`src/aedg_pkg.sv`:
```
// ----------------------------------------------------------------------------
// aedg_pkg: shared types and constants for the AM envelope detector
// Widths, reset values and fixed-point positions used by the front end,
// the queue and the filter/gain sequencer.
// ----------------------------------------------------------------------------
package aedg_pkg;

  // Sample and fixed-point layout
  localparam int SAMPLE_WIDTH  = 16;
  localparam int FRACTION_BITS = 15;
  localparam int MAG_W         = SAMPLE_WIDTH + 1;
  localparam int DIFF_W        = MAG_W + 1;
  localparam int Y_W           = 40;
  localparam int Y_LO_W        = Y_W / 2;
  localparam int Y_HI_W        = Y_W - Y_LO_W;
  localparam int PCM_W         = 16;

  // Coefficients
  localparam int GAIN_W    = 24;
  localparam int POLE_W    = 15;
  localparam int GAIN_FRAC = 8;
  localparam int POLE_FRAC = 15;
  localparam int OP_W      = (GAIN_W > POLE_W) ? GAIN_W : POLE_W;

  // Shared multiplier: one half of y times one coefficient
  localparam int MUL_W     = (Y_LO_W + 1) + (OP_W + 1);
  localparam int ACC_W     = Y_W + OP_W;
  localparam int SUM_W     = ACC_W - POLE_FRAC + 1;
  localparam int OUT_SHIFT = FRACTION_BITS + GAIN_FRAC;
  localparam int T_W       = ACC_W - OUT_SHIFT;

  localparam logic [ACC_W-1:0] ROUND_BIAS =
    {{(ACC_W - OUT_SHIFT){1'b0}}, {OUT_SHIFT{1'b1}}};

  // Configuration port
  localparam int CFG_DATA_W = GAIN_W;
  localparam int CFG_IDX_W  = 1;

  localparam logic [GAIN_W-1:0] GAIN_RESET = GAIN_W'(76800);
  localparam logic [POLE_W-1:0] POLE_RESET = POLE_W'(31130);

  typedef enum logic [CFG_IDX_W-1:0] {
    REG_GAIN = 1'b0,
    REG_POLE = 1'b1
  } reg_index_t;

  // Queue between front end and sequencer
  localparam int QDEPTH = 2;

  typedef struct packed {
    logic [MAG_W-1:0] mag;
    logic             block_end;
  } item_t;

  typedef struct packed {
    logic empty;
    logic full;
  } q_status_t;

endpackage

```
`src/aedg_front.sv`:
```
// ----------------------------------------------------------------------------
// aedg_front: input handshake and magnitude estimate
// Takes one I/Q word, forms max(|I|,|Q|) + min(|I|,|Q|)/2 and pushes it
// with its block-end flag into the queue.
// ----------------------------------------------------------------------------
module aedg_front
  import aedg_pkg::*;
(
  input  logic                           sample_valid,
  output logic                           sample_ready,
  input  logic signed [SAMPLE_WIDTH-1:0] i_sample,
  input  logic signed [SAMPLE_WIDTH-1:0] q_sample,
  input  logic                           block_end,
  input  q_status_t                      q_status,
  output logic                           push,
  output item_t                          item
);

  logic [SAMPLE_WIDTH-1:0] i_abs;
  logic [SAMPLE_WIDTH-1:0] q_abs;

  // Take absolute values; the most negative code maps to 2^(SAMPLE_WIDTH-1)
  always_comb begin
    i_abs = i_sample[SAMPLE_WIDTH-1] ? SAMPLE_WIDTH'(-i_sample) : i_sample;
    q_abs = q_sample[SAMPLE_WIDTH-1] ? SAMPLE_WIDTH'(-q_sample) : q_sample;
  end

  // Add half the smaller to the larger; ties count I as the smaller
  always_comb begin
    if (i_abs > q_abs) begin
      item.mag = {1'b0, i_abs} + {2'b00, q_abs[SAMPLE_WIDTH-1:1]};
    end else begin
      item.mag = {1'b0, q_abs} + {2'b00, i_abs[SAMPLE_WIDTH-1:1]};
    end
    item.block_end = block_end;
  end

  // Accept whenever the queue has room
  assign sample_ready = !q_status.full;
  assign push         = sample_valid && !q_status.full;

endmodule

```
`src/aedg_queue.sv`:
```
// ----------------------------------------------------------------------------
// aedg_queue: short word queue between front end and sequencer
// Lets the front end keep accepting while the sequencer is busy.
// ----------------------------------------------------------------------------
module aedg_queue
  import aedg_pkg::*;
(
  input  logic      clk,
  input  logic      rst,
  input  logic      push,
  input  item_t     wr_item,
  input  logic      pop,
  output item_t     rd_item,
  output q_status_t q_status
);

  localparam int PTR_W = (QDEPTH > 1) ? $clog2(QDEPTH) : 1;
  localparam int CNT_W = $clog2(QDEPTH + 1);

  item_t            mem [QDEPTH];
  logic [PTR_W-1:0] wr_ptr;
  logic [PTR_W-1:0] rd_ptr;
  logic [CNT_W-1:0] count;

  // Store pushed words
  always_ff @(posedge clk) begin
    if (push) begin
      mem[wr_ptr] <= wr_item;
    end
  end

  // Advance pointers and occupancy
  always_ff @(posedge clk) begin
    if (rst) begin
      wr_ptr <= '0;
      rd_ptr <= '0;
      count  <= '0;
    end else begin
      if (push) begin
        wr_ptr <= (wr_ptr == PTR_W'(QDEPTH - 1)) ? '0 : wr_ptr + 1'b1;
      end
      if (pop) begin
        rd_ptr <= (rd_ptr == PTR_W'(QDEPTH - 1)) ? '0 : rd_ptr + 1'b1;
      end
      if (push && !pop) begin
        count <= count + 1'b1;
      end else if (pop && !push) begin
        count <= count - 1'b1;
      end
    end
  end

  assign rd_item        = mem[rd_ptr];
  assign q_status.empty = (count == '0);
  assign q_status.full  = (count == CNT_W'(QDEPTH));

endmodule

```
`src/aedg_back.sv`:
```
// ----------------------------------------------------------------------------
// aedg_back: DC blocker and output gain sequencer
// Runs y = (m - m_prev) * 2^15 + floor(pole * y_prev / 2^15) and then
// pcm = sat16(trunc(y * gain / 2^23)) on one shared multiplier that takes
// the 40-bit y in two halves, and holds the result in the output register.
// ----------------------------------------------------------------------------
module aedg_back
  import aedg_pkg::*;
(
  input  logic                    clk,
  input  logic                    rst,
  input  logic [GAIN_W-1:0]       gain_q8,
  input  logic [POLE_W-1:0]       pole_q15,
  input  q_status_t               q_status,
  input  item_t                   head,
  output logic                    pop,
  output logic                    pcm_valid,
  input  logic                    pcm_ready,
  output logic signed [PCM_W-1:0] pcm_sample,
  output logic                    pcm_block_end
);

  typedef enum logic [2:0] {
    S_IDLE,
    S_MLO,
    S_MHI,
    S_MSUM,
    S_Y,
    S_OUT
  } state_t;

  typedef enum logic {
    PH_FB,
    PH_GAIN
  } phase_t;

  state_t                    state;
  phase_t                    phase;
  logic [MAG_W-1:0]          prev_mag;
  logic signed [Y_W-1:0]     y_reg;
  logic signed [DIFF_W-1:0]  diff;
  logic                      be;
  logic signed [MUL_W-1:0]   prod;
  logic signed [ACC_W-1:0]   acc;

  logic [OP_W-1:0]           mul_op;
  logic signed [Y_LO_W:0]    mul_a;
  logic signed [MUL_W-1:0]   mul_p;
  logic signed [SUM_W-1:0]   y_sum;
  logic [SUM_W-Y_W:0]        y_top;
  logic signed [Y_W-1:0]     y_sat;
  logic signed [ACC_W-1:0]   acc_b;
  logic signed [T_W-1:0]     t_val;
  logic [T_W-PCM_W:0]        t_top;
  logic signed [PCM_W-1:0]   pcm_sat;
  logic                      slot_free;
  logic                      out_load;

  // Select the coefficient and the half of y for the shared multiplier
  always_comb begin
    mul_op = (phase == PH_GAIN) ? gain_q8 : {{(OP_W - POLE_W){1'b0}}, pole_q15};
    if (state == S_MHI) begin
      mul_a = {{(Y_LO_W + 1 - Y_HI_W){y_reg[Y_W-1]}}, y_reg[Y_W-1:Y_LO_W]};
    end else begin
      mul_a = $signed({1'b0, y_reg[Y_LO_W-1:0]});
    end
    mul_p = mul_a * $signed({1'b0, mul_op});
  end

  // Form the new filter output and saturate it to 40 bits
  always_comb begin
    y_sum = (SUM_W'(diff) <<< FRACTION_BITS) + SUM_W'(acc >>> POLE_FRAC);
    y_top = y_sum[SUM_W-1:Y_W-1];
    if ((&y_top) || !(|y_top)) begin
      y_sat = y_sum[Y_W-1:0];
    end else if (y_sum[SUM_W-1]) begin
      y_sat = {1'b1, {(Y_W - 1){1'b0}}};
    end else begin
      y_sat = {1'b0, {(Y_W - 1){1'b1}}};
    end
  end

  // Truncate the scaled sample toward zero and saturate to 16 bits
  always_comb begin
    acc_b = acc + (acc[ACC_W-1] ? $signed(ROUND_BIAS) : $signed({ACC_W{1'b0}}));
    t_val = acc_b[ACC_W-1:OUT_SHIFT];
    t_top = t_val[T_W-1:PCM_W-1];
    if ((&t_top) || !(|t_top)) begin
      pcm_sat = t_val[PCM_W-1:0];
    end else if (t_val[T_W-1]) begin
      pcm_sat = {1'b1, {(PCM_W - 1){1'b0}}};
    end else begin
      pcm_sat = {1'b0, {(PCM_W - 1){1'b1}}};
    end
  end

  assign slot_free = !pcm_valid || pcm_ready;
  assign out_load  = (state == S_OUT) && slot_free;
  assign pop       = (state == S_IDLE) && !q_status.empty;

  // Payload registers: no reset needed
  always_ff @(posedge clk) begin
    unique case (state)
      S_IDLE: begin
        diff <= $signed({1'b0, head.mag}) - $signed({1'b0, prev_mag});
        be   <= head.block_end;
      end
      S_MLO: begin
        prod <= mul_p;
      end
      S_MHI: begin
        acc  <= ACC_W'(prod);
        prod <= mul_p;
      end
      S_MSUM: begin
        acc <= acc + (ACC_W'(prod) <<< Y_LO_W);
      end
      S_Y, S_OUT: begin
      end
      default: begin
      end
    endcase
  end

  // Sequencer state, filter state and output register
  always_ff @(posedge clk) begin
    if (rst) begin
      state     <= S_IDLE;
      phase     <= PH_FB;
      prev_mag  <= '0;
      y_reg     <= '0;
      pcm_valid <= 1'b0;
    end else begin
      // Load a new word or drop the one just taken
      if (out_load) begin
        pcm_valid <= 1'b1;
      end else if (pcm_valid && pcm_ready) begin
        pcm_valid <= 1'b0;
      end
      unique case (state)
        S_IDLE: begin
          if (!q_status.empty) begin
            prev_mag <= head.mag;
            phase    <= PH_FB;
            state    <= S_MLO;
          end
        end
        S_MLO: begin
          state <= S_MHI;
        end
        S_MHI: begin
          state <= S_MSUM;
        end
        S_MSUM: begin
          state <= (phase == PH_FB) ? S_Y : S_OUT;
        end
        S_Y: begin
          y_reg <= y_sat;
          phase <= PH_GAIN;
          state <= S_MLO;
        end
        S_OUT: begin
          if (slot_free) begin
            pcm_sample    <= pcm_sat;
            pcm_block_end <= be;
            state         <= S_IDLE;
          end
        end
        default: begin
          state <= S_IDLE;
        end
      endcase
    end
  end

  // A new result appears only from the output step
  ap_load_from_out: assert property (@(posedge clk) disable iff (rst)
    $rose(pcm_valid) |-> $past(state) == S_OUT)
    else $error("result loaded outside the output step");

  // The previous magnitude moves only when a word is taken from the queue
  ap_mag_hold: assert property (@(posedge clk) disable iff (rst)
    (state != S_IDLE) |=> $stable(prev_mag))
    else $error("previous magnitude changed mid-item");

  // The output step is reached only after the gain pass
  ap_out_phase: assert property (@(posedge clk) disable iff (rst)
    (state == S_OUT) |-> (phase == PH_GAIN))
    else $error("output step reached before gain multiply");

  // A waiting result is never overwritten
  ap_no_overwrite: assert property (@(posedge clk) disable iff (rst)
    (pcm_valid && !pcm_ready) |=> pcm_valid && $stable(pcm_sample))
    else $error("pending result overwritten");

endmodule

```
`src/am_envelope_dc_block_gain.sv`:
```
// ----------------------------------------------------------------------------
// am_envelope_dc_block_gain: AM envelope detector with DC blocker and gain
// Estimates |I + jQ| as max + min/2, removes DC with a first-order IIR and
// scales the result to a saturated 16-bit PCM sample.
// ----------------------------------------------------------------------------
// Each accepted I/Q word yields exactly one PCM word, in order, with its
// block-end flag copied through. Per item the sequencer pops the queue, then
// forms the feedback product pole * y_prev in two passes of a 21 x 25 bit
// multiplier over the halves of the 40-bit filter state and an accumulate
// step, updates the filter, forms the gain product y * gain the same way and
// loads the output register. A two-word queue sits between the input
// and the sequencer, so up to two further words are taken while one is
// being worked on, and a finished word waits in the output register without
// stopping the sequencer's next pop. Configuration writes take effect at
// once and are meant to be issued only while the block is idle; gain_q8
// (index 0) resets to 300.0 and pole_q15 (index 1) to about 0.95.
// ----------------------------------------------------------------------------
module am_envelope_dc_block_gain
  import aedg_pkg::*;
(
  input  logic                           clk,
  input  logic                           rst,
  input  logic                           cfg_we,
  input  logic [CFG_IDX_W-1:0]           cfg_index,
  input  logic [CFG_DATA_W-1:0]          cfg_data,
  input  logic                           sample_valid,
  output logic                           sample_ready,
  input  logic signed [SAMPLE_WIDTH-1:0] i_sample,
  input  logic signed [SAMPLE_WIDTH-1:0] q_sample,
  input  logic                           block_end,
  output logic                           pcm_valid,
  input  logic                           pcm_ready,
  output logic signed [PCM_W-1:0]        pcm_sample,
  output logic                           pcm_block_end
);

  logic [GAIN_W-1:0] gain_q8;
  logic [POLE_W-1:0] pole_q15;
  q_status_t         q_status;
  item_t             wr_item;
  item_t             head;
  logic              push;
  logic              pop;

  // Hold the configuration registers
  always_ff @(posedge clk) begin
    if (rst) begin
      gain_q8  <= GAIN_RESET;
      pole_q15 <= POLE_RESET;
    end else if (cfg_we) begin
      unique case (reg_index_t'(cfg_index))
        REG_GAIN: gain_q8  <= cfg_data[GAIN_W-1:0];
        REG_POLE: pole_q15 <= cfg_data[POLE_W-1:0];
        default: begin
        end
      endcase
    end
  end

  aedg_front u_front (
    .sample_valid (sample_valid),
    .sample_ready (sample_ready),
    .i_sample     (i_sample),
    .q_sample     (q_sample),
    .block_end    (block_end),
    .q_status     (q_status),
    .push         (push),
    .item         (wr_item)
  );

  aedg_queue u_queue (
    .clk      (clk),
    .rst      (rst),
    .push     (push),
    .wr_item  (wr_item),
    .pop      (pop),
    .rd_item  (head),
    .q_status (q_status)
  );

  aedg_back u_back (
    .clk           (clk),
    .rst           (rst),
    .gain_q8       (gain_q8),
    .pole_q15      (pole_q15),
    .q_status      (q_status),
    .head          (head),
    .pop           (pop),
    .pcm_valid     (pcm_valid),
    .pcm_ready     (pcm_ready),
    .pcm_sample    (pcm_sample),
    .pcm_block_end (pcm_block_end)
  );

endmodule

```
`config.mk`:
```
export PLATFORM = sky130hd
export DESIGN_NAME = am_envelope_dc_block_gain
export DESIGN_NICKNAME = d
export VERILOG_FILES = /design/src/aedg_pkg.sv /design/src/aedg_front.sv /design/src/aedg_queue.sv /design/src/aedg_back.sv /design/src/am_envelope_dc_block_gain.sv
export SDC_FILE = /design/constraint.sdc
export NUM_CORES = 2
export LEC_CHECK = 0
export ABC_AREA = 1
export BUFFER_PORTS_ARGS = -buffer_cell sky130_fd_sc_hd__buf_4
export CORE_ASPECT_RATIO = 1.2
export CORE_MARGIN = 8
export CORE_UTILIZATION = 52
export DETAILED_ROUTE_END_ITERATION = 7
export PLACE_DENSITY = 0.78
export RECOVER_POWER = 25
export SLEW_MARGIN = 25
export SYNTH_ARGS = -nofsm -noshare
export SYNTH_HDL_FRONTEND = slang
export SYNTH_SLANG_ARGS = --single-unit
```
`constraint.sdc`:
```
create_clock -name clk -period 18.5 [get_ports clk]
set_clock_uncertainty 0.2 [all_clocks]
set_input_delay 1.85 -clock clk [delete_from_list [all_inputs] [get_ports clk]]
set_output_delay 1.85 -clock clk [all_outputs]
set_load 0.02 [all_outputs]
```
==> flow_summary.json <==
{
  "violations": "capacitance limit, slew limit",
  "grtUsageTotal_pct": 30.14,
  "antenna_found_initial": 0,
  "final_cell_area_mm2": 0.04235,
  "power_w": 0.007816,
  "p_leak_nw": 21.51,
  "syn-cell-area_mm2": 0.03930,
  "die_w_um": 267.0,
  "nNetsFinal": 6245,
  "dpl_cell_area_mm2": 0.04121,
  "clockBufferDepth": 3,
  "slew_violations": 109,
  "core_area_mm2": 0.07487,
  "largest_reg_flops": 64,
  "finalHoldViolCount": 0,
  "hpwl_mm": 104.7,
  "drc": 0,
  "switching_share_pct": 55.19,
  "synth-seq-area-share_pct": 19.31,
  "rsz0062_at_grt": "no",
  "area_delta_synth_final_pct": 7.772,
  "ys_async_sr_fraction_pct": 0,
  "worst_pin_slew_ns": 2.850,
  "cts_resized": 0,
  "grt_start_max_net_pins": 70,
  "netlist_instances": 5352,
  "yosys_warnings": 0,
  "fillers": 7108,
  "globalplace.congestion": 1.026,
  "grt_pass1_vias": 35160,
  "tritoncts": "yes",
  "synthFlopType": "edfxtp_1",
  "pwr-share-comb_pct": 75.5,
  "dp.cells": 6386,
  "first_iter_violations": 2756,
  "min_path_cells": 0,
  "overflow": 0,
  "clk_latency_ns": 0.57,
  "crit_type": "register to register",
  "crit_top_cell": "fa_1",
  "rows": 110,
  "synth_nets": 6182,
  "n_antenna_cell": 0,
  "place_ws_ns": 9.010,
  "p_int_w": 0.003503,
  "share_seq_of_total_power_pct": 15.4,
  "initial_core_util_pct": 52.49,
  "synth_seq_cells": 288,
  "postCtsSetupRepairBufs": 0,
  "synth_edf_count": 182,
  "irDropWorstVdd_mv": 0.1812,
  "powerDensity_mw_per_mm2": 184.6,
  "ys_types": 56,
  "arrival_ns": 11.01,
  "critPathRequiredTime_ns": 18.59,
  "p_sw_w": 0.004314,
  "ant_nets": 0,
  "hp-class": "register to register",
  "crit_slowest_cell": "clkbuf_1",
  "vias": 34980,
  "fin_tns_setup_ns": 0,
  "wire_per_inst_um": 19.74,
  "slowest_delay_ns": 2.00,
  "clock_sinks": 288,
  "setup_viol": 0,
  "power.share.clock_pct": 9.1,
  "max-cap-violations": 2,
  "cp-start-kind": "register",
  "numPortBuffers": 81,
  "cts_hold_buf": 0,
  "maxSlewHeadroom_pct": -90.01,
  "cp_max_fo": 46,
  "htree_num_levels": 2,
  "drive_gt1_share_pct": 5.715,
  "viasPerCell": 5.424,
  "postLayoutSetupSlackWorst_ns": 7.585,
  "cts-buffers-inserted": 35,
  "crit_path_end_kind": "register",
  "die_y_um": 317.1,
  "post-route-period-util_pct": 59.00,
  "clk_pin_slew_worst_paths_ns": 0.06,
  "first_pass_iters": 5,
  "timing.fmax_mhz": 91.62,
  "synth.avg_cell_area_um2": 7.343,
  "drt_wl_total_mm": 127.3,
  "root_buffer": "clkbuf_16",
  "status": "complete, but fails checks",
  "die_area_mm2": 0.08466,
  "post-route-min-period_ns": 10.92,
  "grt_pass1_wl_mm": 197.2,
  "reg2reg_depth": 29,
  "final_cells": 6450,
  "pin_count": 82
}
==> through the flow <==
step           util (%)  hold WS (ns)
2_1_floorplan         -        0.2003
3_3_place_gp      55.04        0.2089
3_5_place_dp      55.04        0.2117
4_1_cts           56.62        0.2241
5_1_grt           56.57        0.2316
6_report          56.57        0.2235
==> path summary, 6_finish.rpt <==
path | from | endpoint | slack [ns]
setup / recovery | u_back.state[1] | u_back.prod[39] | 7.58
hold / removal | u_back.be | u_back.pcm_block_end | 0.22
setup reg to reg | u_back.state[1] | u_back.prod[39] | 7.58
hold reg to reg | u_back.be | u_back.pcm_block_end | 0.22
==> layout by cell type, fill, tap and decap left out, types with 8 or more instances in the layout <==
master and instances:
clkinv_1 17, o21ai_0 257, nor2_1 578, inv_1 1049, a31oi_1 35, o21a_1 12
edfxtp_1 182, nor3_1 42, inv_2 9, o21bai_1 11, fa_1 421, nand2_1 1334
xor2_1 104, clkbuf_1 16, or2_2 28, o21ai_1 15, a21boi_0 12, nor4_1 14
buf_4 139, nor3_2 8, nand2_2 15, o211ai_1 19, nand3b_1 10, nand3_1 154
a21o_1 14, dfxtp_1 106, nor2_2 10, mux2_2 15, a21oi_1 261, ha_1 346
nand4_1 32, clkbuf_16 35, xnor2_1 54, a21oi_2 11
==> routing by layer <==
metal  share of wire (%)  routed length, um  GRT usage (%)
met1                  37              47660          34.63
met2                  48              60650          51.85
met3                 6.7               8577          4.183
met4                 8.2              10440          20.69
met5                   0                  0              0
==> logic make-up after synthesis <==
group,Yosys count,share of synthesized area (%)
xor gates and xnor gates,158,3.521
adders and majority gates,767,32.46
muxes,18,0.5094
buffers and inverters,1198,11.58
DFF,288,19.31
and+or+nand+nor,2249,23.22
AOI/OAI and AO/OA,674,9.399
==> cell usage after synthesis, types with 12 or more instances <==
library cell	count	area [um^2]
o21a_1	12	90.09
dfxtp_1	106	2122
edfxtp_1	182	5465
nor3_1	42	210.2
nand2_1	1335	5011
a21oi_1	261	1306
nand3_1	154	770.7
clkinv_1	16	60.06
fa_1	421	8428
a31oi_1	35	219.0
nor4_1	14	87.58
clkbuf_1	110	412.9
nand4_1	32	200.2
nor2_1	580	2177
nand2_2	14	87.58
a21boi_0	12	90.09
ha_1	346	4329
or2_2	28	175.2
o211ai_1	19	142.6
xor2_1	104	910.9
o21ai_0	272	1361
inv_1	1050	3941
xnor2_1	54	473.0
mux2_2	16	180.2
a21o_1	14	105.1
==> cell type report <==
cell class                      instances  area (um^2)  area share [%]
Inverter                             1074         4031           9.519
Tap cell                             1008         1261           2.978
Clock inverter                         18        234.0          0.5525
Clock buffer                           46        947.2           2.236
Sequential cell                       288         7587           17.91
Multi-Input combinational cell       3866        27190           64.21
Timing Repair Buffer                  150         1096           2.588
==> power by group through the flow <==
stage	registers, W	logic, W	clock network (W)
floorplan	0.00113	0.00422	0
global placement	0.00120	0.00576	0
detailed placement	0.00121	0.00583	0
CTS	0.00119	0.00587	0.000716
global route	0.00121	0.00661	0.000741
finish	0.00120	0.00590	0.000710
==> worst max-delay path, delay by kind of cell (launching register included) <==
kind            cells  cell delay, ns
xor+xnor            1            0.14
buf+inv             9            3.83
fa+ha+maj           8            4.08
flops               1            0.35
compound gates      4            0.80
simple gates        7            1.21
(Power assumes the default switching activity.)
